--- src/scon_pkg.sv ---
// Shared constants, request kinds and the grid command struct for the
// scrolling text console. Used by scon_grid and scrolling_text_console_core.
`timescale 1ns / 1ps
`default_nettype none

package scon_pkg;

   // Geometry of the text grid and the line capture buffer.
   localparam int ROWS     = 6;
   localparam int COLS     = 21;
   localparam int LINE_CAP = 96;

   localparam int ROW_W   = $clog2(ROWS);
   localparam int COL_W   = $clog2(COLS + 1);
   localparam int LINE_W  = $clog2(LINE_CAP);
   localparam int LIM_W   = LINE_W + 1;
   localparam int GRID_AW = ROW_W + COL_W;
   localparam int CHAR_W  = 7;

   // Byte codes that the console treats specially.
   localparam logic [7:0] CHR_LF   = 8'h0A;
   localparam logic [7:0] CHR_BS   = 8'h08;
   localparam logic [7:0] CHR_CR   = 8'h0D;
   localparam logic [7:0] CHR_LOW  = 8'd32;
   localparam logic [7:0] CHR_HIGH = 8'd126;
   localparam logic [CHAR_W-1:0] CHR_DOT = 7'h2E;

   // Request kinds carried in tuser.
   typedef enum logic [2:0] {
      KIND_BYTE      = 3'd0,
      KIND_READ_CELL = 3'd1,
      KIND_READ_LINE = 3'd2,
      KIND_RELEASE   = 3'd3,
      KIND_CLEAR     = 3'd4
   } kind_type;

   // Command word for the grid store. Rows are logical (screen) rows.
   typedef struct packed {
      logic              wr_en;
      logic [ROW_W-1:0]  wr_row;
      logic [COL_W-1:0]  wr_col;
      logic [CHAR_W-1:0] wr_data;
      logic              clr_cell_en;
      logic [ROW_W-1:0]  clr_row;
      logic [COL_W-1:0]  clr_col;
      logic              scroll;
      logic              clear_all;
      logic              rd_en;
      logic [ROW_W-1:0]  rd_row;
      logic [COL_W-1:0]  rd_col;
   } grid_cmd_type;

   // Map a screen row onto a physical memory row, given the row at the top.
   function automatic logic [ROW_W-1:0] phys_row(input logic [ROW_W-1:0] base,
                                                 input logic [ROW_W-1:0] row);
      logic [ROW_W:0] sum;
      sum = {1'b0, base} + {1'b0, row};
      if (sum >= (ROW_W + 1)'(ROWS)) begin
         sum = sum - (ROW_W + 1)'(ROWS);
      end
      return sum[ROW_W-1:0];
   endfunction

endpackage

`default_nettype wire

--- src/scon_grid.sv ---
// Text grid store: one synchronous memory, a valid flag per cell and a
// rotating top-row pointer so a scroll moves no characters. Depends on scon_pkg.
`timescale 1ns / 1ps
`default_nettype none

module scon_grid (
   input  wire logic                       clock,
   input  wire logic                       reset,
   input  wire scon_pkg::grid_cmd_type     cmd,
   output logic [scon_pkg::CHAR_W-1:0]     rd_data
);
   import scon_pkg::*;

   logic [CHAR_W-1:0]          mem [ROWS * (2 ** COL_W)];
   logic [CHAR_W-1:0]          mem_rd_ff;
   logic [ROWS-1:0][COLS:0]    valid_ff;
   logic [ROWS-1:0][COLS:0]    valid_in;
   logic [ROW_W-1:0]           base_ff;
   logic [ROW_W-1:0]           base_in;
   logic                       hit_ff;
   logic                       hit_in;
   logic [ROW_W-1:0]           wr_phys;
   logic [ROW_W-1:0]           clr_phys;
   logic [ROW_W-1:0]           rd_phys;

   assign wr_phys  = phys_row(base_ff, cmd.wr_row);
   assign clr_phys = phys_row(base_ff, cmd.clr_row);
   assign rd_phys  = phys_row(base_ff, cmd.rd_row);

   // Character memory, written synchronously and read through a register.
   always_ff @(posedge clock) begin
      if (cmd.wr_en) begin
         mem[{wr_phys, cmd.wr_col}] <= cmd.wr_data;
      end
      if (cmd.rd_en) begin
         mem_rd_ff <= mem[{rd_phys, cmd.rd_col}];
      end
   end

   // Cell flags: a cell that is not valid reads as empty.
   always_comb begin
      valid_in = valid_ff;
      base_in  = base_ff;
      hit_in   = hit_ff;
      if (cmd.wr_en) begin
         valid_in[wr_phys][cmd.wr_col] = 1'b1;
      end
      if (cmd.clr_cell_en) begin
         valid_in[clr_phys][cmd.clr_col] = 1'b0;
      end
      // The old top row becomes the new, empty bottom row.
      if (cmd.scroll) begin
         valid_in[base_ff] = '0;
         base_in = (base_ff == ROW_W'(ROWS - 1)) ? '0 : base_ff + 1'b1;
      end
      if (cmd.clear_all) begin
         valid_in = '0;
         base_in  = '0;
      end
      if (cmd.rd_en) begin
         hit_in = valid_ff[rd_phys][cmd.rd_col];
      end
   end

   always_ff @(posedge clock) begin
      if (reset) begin
         valid_ff <= '0;
         base_ff  <= '0;
         hit_ff   <= 1'b0;
      end else begin
         valid_ff <= valid_in;
         base_ff  <= base_in;
         hit_ff   <= hit_in;
      end
   end

   assign rd_data = hit_ff ? mem_rd_ff : '0;

endmodule

`default_nettype wire

--- src/scrolling_text_console_core.sv ---
// Scrolling text console with line capture: request decode, cursor and
// line state, line buffer memory and result register. Depends on scon_pkg
// and scon_grid.
`timescale 1ns / 1ps
`default_nettype none

// The console takes one request at a time: a request is
// accepted and the grid or line memory is read in that same cycle; the
// result then moves into the output register once that register is free,
// after which a new request is taken. Every request gives exactly one response, which
// reports the cursor and the line state after the request. A scroll or a
// grid clear needs no pass over the memory because the grid keeps a flag per
// cell and a rotating top row, so no clearing pass runs after reset. A
// response waits in the output register until it is taken while the next
// request is already being processed.
module scrolling_text_console_core (
   input  wire logic        clock,
   input  wire logic        reset,
   input  wire logic        req_tvalid,
   output logic             req_tready,
   // kind[2:0]
   input  wire logic [2:0]  req_tuser,
   // byte_in[7:0], cell_row[10:8], cell_col[15:11], line_index[22:16],
   // read_limit[29:23], zero fill[31:30]
   input  wire logic [31:0] req_tdata,
   output logic             rsp_tvalid,
   input  wire logic        rsp_tready,
   // char_out[6:0], status[7], line_ready[8], line_length[15:9],
   // cursor_row[18:16], cursor_col[23:19]
   output logic [23:0]      rsp_tdata
);
   import scon_pkg::*;

   typedef enum logic {S_IDLE, S_HOLD} state_type;
   typedef enum logic [1:0] {SEL_NONE, SEL_GRID, SEL_LINE} sel_type;

   // Request fields.
   logic [7:0] req_byte;
   logic [2:0] req_cell_row;
   logic [4:0] req_cell_col;
   logic [6:0] req_line_index;
   logic [6:0] req_read_limit;
   kind_type   req_kind;
   logic       accept;

   assign req_byte       = req_tdata[7:0];
   assign req_cell_row   = req_tdata[10:8];
   assign req_cell_col   = req_tdata[15:11];
   assign req_line_index = req_tdata[22:16];
   assign req_read_limit = req_tdata[29:23];
   assign req_kind       = kind_type'(req_tuser);

   // Control state.
   state_type         state_ff, state_in;
   logic [ROW_W-1:0]  row_ff, row_in;
   logic [COL_W-1:0]  col_ff, col_in;
   logic [LINE_W-1:0] count_ff, count_in;
   logic              done_ff, done_in;
   sel_type           sel_ff, sel_in;
   logic              status_ff, status_in;
   logic              rsp_valid_ff, rsp_valid_in;

   // Response payload.
   logic [CHAR_W-1:0] rsp_char_ff, rsp_char_in;
   logic              rsp_status_ff, rsp_status_in;
   logic              rsp_ready_ff, rsp_ready_in;
   logic [6:0]        rsp_len_ff, rsp_len_in;
   logic [2:0]        rsp_row_ff, rsp_row_in;
   logic [4:0]        rsp_col_ff, rsp_col_in;

   // Line buffer and grid access.
   logic [CHAR_W-1:0] line_mem [LINE_CAP];
   logic [CHAR_W-1:0] line_rd_ff;
   logic              line_we;
   logic              line_re;
   logic [LINE_W-1:0] line_addr;
   logic [CHAR_W-1:0] line_wdata;
   grid_cmd_type      gcmd;
   logic [CHAR_W-1:0] grid_data;

   // Helpers for the line read limit.
   logic [LIM_W-1:0]  limit;
   logic [LIM_W-1:0]  avail;
   logic              line_refused;
   logic [CHAR_W-1:0] shown_char;
   logic              slot_free;

   assign accept     = req_tvalid && req_tready;
   assign req_tready = (state_ff == S_IDLE);
   assign slot_free  = !rsp_valid_ff || rsp_tready;

   // Saturated caller limit and the number of characters that may be read.
   assign limit = (int'(req_read_limit) > LINE_CAP) ? LIM_W'(LINE_CAP)
                                                    : LIM_W'(req_read_limit);
   assign avail = (int'(count_ff) >= int'(limit)) ? limit - 1'b1
                                                  : LIM_W'(count_ff);
   assign line_refused = !done_ff || (limit == '0);

   // Non-printable bytes are shown and captured as a dot.
   assign shown_char = (req_byte < CHR_LOW || req_byte > CHR_HIGH) ? CHR_DOT
                                                                   : req_byte[6:0];

   scon_grid u_grid (
      .clock   (clock),
      .reset   (reset),
      .cmd     (gcmd),
      .rd_data (grid_data)
   );

   // Line buffer memory with a registered read port.
   always_ff @(posedge clock) begin
      if (line_we) begin
         line_mem[line_addr] <= line_wdata;
      end
      if (line_re) begin
         line_rd_ff <= line_mem[line_addr];
      end
   end

   // Request decode and next-state logic.
   always_comb begin
      state_in      = state_ff;
      row_in        = row_ff;
      col_in        = col_ff;
      count_in      = count_ff;
      done_in       = done_ff;
      sel_in        = sel_ff;
      status_in     = status_ff;
      rsp_valid_in  = rsp_valid_ff && !rsp_tready;
      rsp_char_in   = rsp_char_ff;
      rsp_status_in = rsp_status_ff;
      rsp_ready_in  = rsp_ready_ff;
      rsp_len_in    = rsp_len_ff;
      rsp_row_in    = rsp_row_ff;
      rsp_col_in    = rsp_col_ff;
      gcmd          = '0;
      line_we       = 1'b0;
      line_re       = 1'b0;
      line_addr     = count_ff;
      line_wdata    = shown_char;

      if (accept) begin
         sel_in    = SEL_NONE;
         status_in = 1'b0;
         state_in  = S_HOLD;
         unique case (req_kind)
            KIND_BYTE: begin
               if (req_byte == CHR_CR) begin
                  // Carriage return is dropped.
               end else if (req_byte == CHR_LF) begin
                  if (count_ff != '0 && !done_ff) begin
                     done_in = 1'b1;
                  end
                  col_in = '0;
                  if (row_ff < ROW_W'(ROWS - 1)) begin
                     row_in = row_ff + 1'b1;
                  end else begin
                     gcmd.scroll = 1'b1;
                  end
               end else if (req_byte == CHR_BS) begin
                  if (col_ff != '0) begin
                     col_in           = col_ff - 1'b1;
                     gcmd.clr_cell_en = 1'b1;
                     gcmd.clr_row     = row_ff;
                     gcmd.clr_col     = col_ff - 1'b1;
                  end
               end else begin
                  // Capture while the line is open and not full.
                  if (!done_ff && count_ff < LINE_W'(LINE_CAP - 1)) begin
                     line_we  = 1'b1;
                     count_in = count_ff + 1'b1;
                  end
                  gcmd.wr_en   = 1'b1;
                  gcmd.wr_row  = row_ff;
                  gcmd.wr_col  = col_ff;
                  gcmd.wr_data = shown_char;
                  // Advance or wrap, then clear the cell under the new cursor.
                  if (col_ff < COL_W'(COLS - 1)) begin
                     col_in           = col_ff + 1'b1;
                     gcmd.clr_cell_en = 1'b1;
                     gcmd.clr_row     = row_ff;
                     gcmd.clr_col     = col_ff + 1'b1;
                  end else begin
                     col_in = '0;
                     if (row_ff < ROW_W'(ROWS - 1)) begin
                        row_in           = row_ff + 1'b1;
                        gcmd.clr_cell_en = 1'b1;
                        gcmd.clr_row     = row_ff + 1'b1;
                        gcmd.clr_col     = '0;
                     end else begin
                        // The new bottom row is cleared by the scroll.
                        gcmd.scroll = 1'b1;
                     end
                  end
               end
            end
            KIND_READ_CELL: begin
               if (int'(req_cell_row) < ROWS && int'(req_cell_col) <= COLS) begin
                  gcmd.rd_en  = 1'b1;
                  gcmd.rd_row = ROW_W'(req_cell_row);
                  gcmd.rd_col = COL_W'(req_cell_col);
                  sel_in      = SEL_GRID;
               end
            end
            KIND_READ_LINE: begin
               if (line_refused) begin
                  status_in = 1'b1;
               end else if (int'(req_line_index) < int'(avail) &&
                            int'(req_line_index) < LINE_CAP) begin
                  line_re   = 1'b1;
                  line_addr = LINE_W'(req_line_index);
                  sel_in    = SEL_LINE;
               end
            end
            KIND_RELEASE: begin
               if (line_refused) begin
                  status_in = 1'b1;
               end else begin
                  done_in  = 1'b0;
                  count_in = '0;
               end
            end
            KIND_CLEAR: begin
               gcmd.clear_all = 1'b1;
               row_in         = '0;
               col_in         = '0;
            end
            default: begin
               // Unused kinds change nothing.
            end
         endcase
      end

      // Move the finished result into the output register.
      if (state_ff == S_HOLD && slot_free) begin
         state_in      = S_IDLE;
         rsp_valid_in  = 1'b1;
         unique case (sel_ff)
            SEL_GRID: rsp_char_in = grid_data;
            SEL_LINE: rsp_char_in = line_rd_ff;
            default:  rsp_char_in = '0;
         endcase
         rsp_status_in = status_ff;
         rsp_ready_in  = done_ff;
         rsp_len_in    = 7'(count_ff);
         rsp_row_in    = 3'(row_ff);
         rsp_col_in    = 5'(col_ff);
      end
   end

   // State and registered outputs.
   always_ff @(posedge clock) begin
      if (reset) begin
         state_ff     <= S_IDLE;
         row_ff       <= '0;
         col_ff       <= '0;
         count_ff     <= '0;
         done_ff      <= 1'b0;
         sel_ff       <= SEL_NONE;
         status_ff    <= 1'b0;
         rsp_valid_ff <= 1'b0;
      end else begin
         state_ff     <= state_in;
         row_ff       <= row_in;
         col_ff       <= col_in;
         count_ff     <= count_in;
         done_ff      <= done_in;
         sel_ff       <= sel_in;
         status_ff    <= status_in;
         rsp_valid_ff <= rsp_valid_in;
      end
      rsp_char_ff   <= rsp_char_in;
      rsp_status_ff <= rsp_status_in;
      rsp_ready_ff  <= rsp_ready_in;
      rsp_len_ff    <= rsp_len_in;
      rsp_row_ff    <= rsp_row_in;
      rsp_col_ff    <= rsp_col_in;
   end

   assign rsp_tvalid = rsp_valid_ff;
   assign rsp_tdata  = {rsp_col_ff, rsp_row_ff, rsp_len_ff, rsp_ready_ff,
                        rsp_status_ff, rsp_char_ff};

endmodule

`default_nettype wire
--- config.mk ---
export PLATFORM = sky130hd
export DESIGN_NAME = scrolling_text_console_core
export DESIGN_NICKNAME = d
export VERILOG_FILES = /design/src/scon_pkg.sv /design/src/scon_grid.sv /design/src/scrolling_text_console_core.sv
export SDC_FILE = /design/constraint.sdc
export NUM_CORES = 2
export LEC_CHECK = 0
export ABC_CLOCK_PERIOD_IN_PS = 26000
export BUFFER_PORTS_ARGS = -buffer_cell sky130_fd_sc_hd__buf_2
export CAP_MARGIN = 30
export CORE_MARGIN = 2
export CORE_UTILIZATION = 45
export CTS_CLUSTER_SIZE = 28
export DETAILED_ROUTE_END_ITERATION = 6
export PLACE_DENSITY = 0.61
export SYNTH_ARGS = -nofsm -noshare
export SYNTH_HDL_FRONTEND = slang
export SYNTH_SLANG_ARGS = --single-unit
--- constraint.sdc ---
create_clock -name clock -period 26 [get_ports clock]
set_input_delay 3.9 -clock clock [delete_from_list [all_inputs] [get_ports clock]]
set_output_delay 3.9 -clock clock [all_outputs]
set_load 0.05 [all_outputs]
==> impl_metrics.ini <==
[run_status]
status = completed

[final_layout]
area_growth_pct = 11.2
drive_gt1_frac = 0.0940
nFillCells = 15400
fin_nets = 6268

[timing]
timing.fmax_mhz = 98.5
finalSetupViolCount = 0
clock_skew_ns = 0.0272
slew_headroom = 0.270
hold_viol = 0
rsz0062_at_grt = false
tightestPinTransition_ns = 1.09
tns_ns = 0
period_share = 0.390
slew_viol_final = 0
post-route-min-period_ns = 10.15

[floorplan]
row_count = 156
fp.dieW_um = 431
core_area_um2 = 181000
die_area_um2 = 186000
start_util = 0.454
die_h_um = 431
io-pin-count = 65

[logic_synthesis]
ys.flop_type = edfxtp_1
seq_area_frac_synth = 0.708
synth_area_um2 = 82100
synth_edf_count = 1830
synth_warnings = 0
ys_types = 70
syn_area_per_cell_um2 = 13.2
ys_ff_latch = 1987
synth_cells = 6227
synthArstFlopShare = 0

[global_route]
grtUsageTotal = 0.233
first_global_vias = 50000
grt_overflow = 0
antenna_found_initial = 8
grt_start_max_net_pins = 181
grt_pass1_wl_mm = 326

[clock_tree]
hold_buffers = 0
insertion_delay_ns = 0.83
numClockSinks = 1987
path_clk_slew_ns = 0.06
cts_buffer_depth = 3
root_buffer = clkbuf_16
cts_tree = built
cts_made_buffers = 196
htreeDepth = 4
cts_resized = 0
post_cts_buffers = 0

[route]
ant_nets = 0
drtIter0Drc = 5777
num_vias = 52200
vias_per_cell = 5.97
drc = 0
wl_per_cell_um = 25.3
firstDrtPassIters = 7
wl_mm = 221

[critical_path]
cp.arrival_ns = 10.73
start_kind = primary input
path_delay_family = compound AO/OA/AOI/OAI gates
cp_cell_sequence = buf_2 -> nand2_1 -> nand2_1 -> inv_1 -> ha_1 -> nand2b_1 -> a31oi_1 -> o21ai_2 -> o21ai_0 -> ha_1 -> nor3_1 -> a21oi_1 -> a221oi_2 -> and2_4 -> buf_4 -> buf_4 -> mux2i_1 -> o22ai_1 -> o21ai_0 -> nand4_1 -> a211o_1
cp_slowest_cell = buf_4
path_class = in2reg
critPathMaxFanout = 48
worst-path-buf-inv = 4
end_kind = flop
required_ns = 26.58
cpPeakStageDelay_ns = 0.78
r2r-start = count_ff[0]
crit_start = req_tdata[29]
r2r_setup_slack_ns = 18.73

[power_and_ir_drop]
power.density_nw_per_um2 = 69.9
total_power_mw = 6.38
irDropWorstVdd_mv = 0.0669
p_leak_nw = 30.3

[place]
dp_hpwl_mm = 131
routabilityCongestion = 0.886
io_buffers = 62

[min_path]
hold_start = status_ff
hp-class = reg2reg

[run]
maxCapViolCount = 0
[cell usage in the layout (no fill, tap or decap), drive strengths merged, types with 112 or more instances in the layout]
master  count
edfxtp   1830
clkbuf    260
nand2     867
nand3     360
nor2      660
o22ai     112
a21oi     433
mux2i     318
dfxtp     157
buf       205
o21ai     155
o211ai    185
[cell families (layout without fill, tap and decap cells)]
| family | Yosys count | in the layout | share of synthesized area |
|---|---|---|---|
| DFF | 1987 | 1987 | 0.708 |
| and+or+nand+nor | 2038 | 2038 | 0.104 |
| xor gates and xnor gates | 17 | 17 | 0.00181 |
| buffers and inverters | 466 | 586 | 0.0243 |
| muxes | 377 | 377 | 0.0533 |
| AOI/OAI and AO/OA | 1307 | 1307 | 0.104 |
| adders and majority gates | 34 | 34 | 0.00546 |
| other | 1 | 16 | 0.0000457 |
[synth_stat cells, types with 14 or more instances]
library cell  instances  share of area
buf_6                22         0.0030
and2_1               16         0.0012
o221ai_1             58         0.0062
nor2_1              660          0.030
a222oi_1             28         0.0034
edfxtp_1           1830           0.67
nand2_1             867          0.040
a31oi_1              59         0.0045
ha_1                 31         0.0047
o21ai_1              15        0.00091
a21oi_1             433          0.026
o211ai_1            185          0.017
a311oi_1             60         0.0064
and3_1               35         0.0027
a22oi_1              66         0.0060
buf_1                39         0.0018
mux2i_1             318          0.039
nand4_1              14         0.0011
clkbuf_1            345          0.016
o22ai_1             112         0.0085
a211oi_1             73         0.0067
nand3_1             360          0.022
mux4_2               47          0.013
dfxtp_1             157          0.038
nor3_1               21         0.0013
inv_1                25         0.0011
o21ai_0             137         0.0084
o221a_2              24         0.0033
buf_2                24         0.0015
[registers in the layout, summed over array words and instances (netlist names), 2 cells and up]
register / cells
count_ff: 7
rsp_len_ff: 7
u_grid.mem_rd_ff: 7
col_ff: 5
rsp_col_ff: 5
rsp_char_ff: 7
u_grid.base_ff: 3
row_ff: 3
line_rd_ff: 7
u_grid.valid_ff: 132
line_mem: 672
sel_ff: 2
rsp_row_ff: 3
u_grid.mem: 1120
[cell type report]
class / count / area (µm²) / share of cell area
Clock inverter: 96 / 896 / 0.00981
Sequential cell: 1987 / 58100 / 0.636
Clock buffer: 260 / 5220 / 0.0572
Antenna cell: 9 / 22.5 / 0.000247
Timing Repair Buffer: 205 / 1750 / 0.0192
Inverter: 25 / 93.8 / 0.00103
Multi-Input combinational cell: 3780 / 22200 / 0.244
Tap cell: 2370 / 2970 / 0.0325
[per-layer routing]
layer,global-route usage,share of wire,vias up,wire (µm)
li1,-,-,23600,-
met4,0.103,0.042,0,9250
met2,0.373,0.48,2084,105000
met1,0.315,0.41,26100,89900
met3,0.0389,0.075,408,16500
met5,0,0,-,0
[through the flow]
step / util / worst slack [ns] / instances / hold slack, ns / cell area [µm²]
2_1_floorplan: - / 14.99 / 6233 / 0.406 / 82100
3_3_place_gp: 0.468 / 14.93 / 8336 / 0.416 / 84600
3_5_place_dp: 0.470 / 14.93 / 8362 / 0.435 / 85100
4_1_cts: 0.504 / 15.81 / 8718 / 0.449 / 91200
5_1_grt: 0.504 / 15.24 / 8729 / 0.472 / 91300
6_report: 0.505 / 15.85 / 8732 / 0.451 / 91300
[path summary, 6_finish.rpt]
check	end	depth (start not counted)
max	line_rd_ff[5]	21
min	rsp_status_ff	0
max reg2reg	line_rd_ff[5]	18
min reg2reg	rsp_status_ff	0
[where the power goes]
group / switching (mW) / leakage, nW / internal [mW] / total, mW
Combinational: 0.128 / 10.2 / 0.0485 / 0.177
Clock: 1.20 / 2.98 / 1.53 / 2.74
Sequential: 0.00317 / 17.2 / 3.47 / 3.47
Total: 1.34 / 30.3 / 5.05 / 6.38
Power figures use the tool's default switching activity.
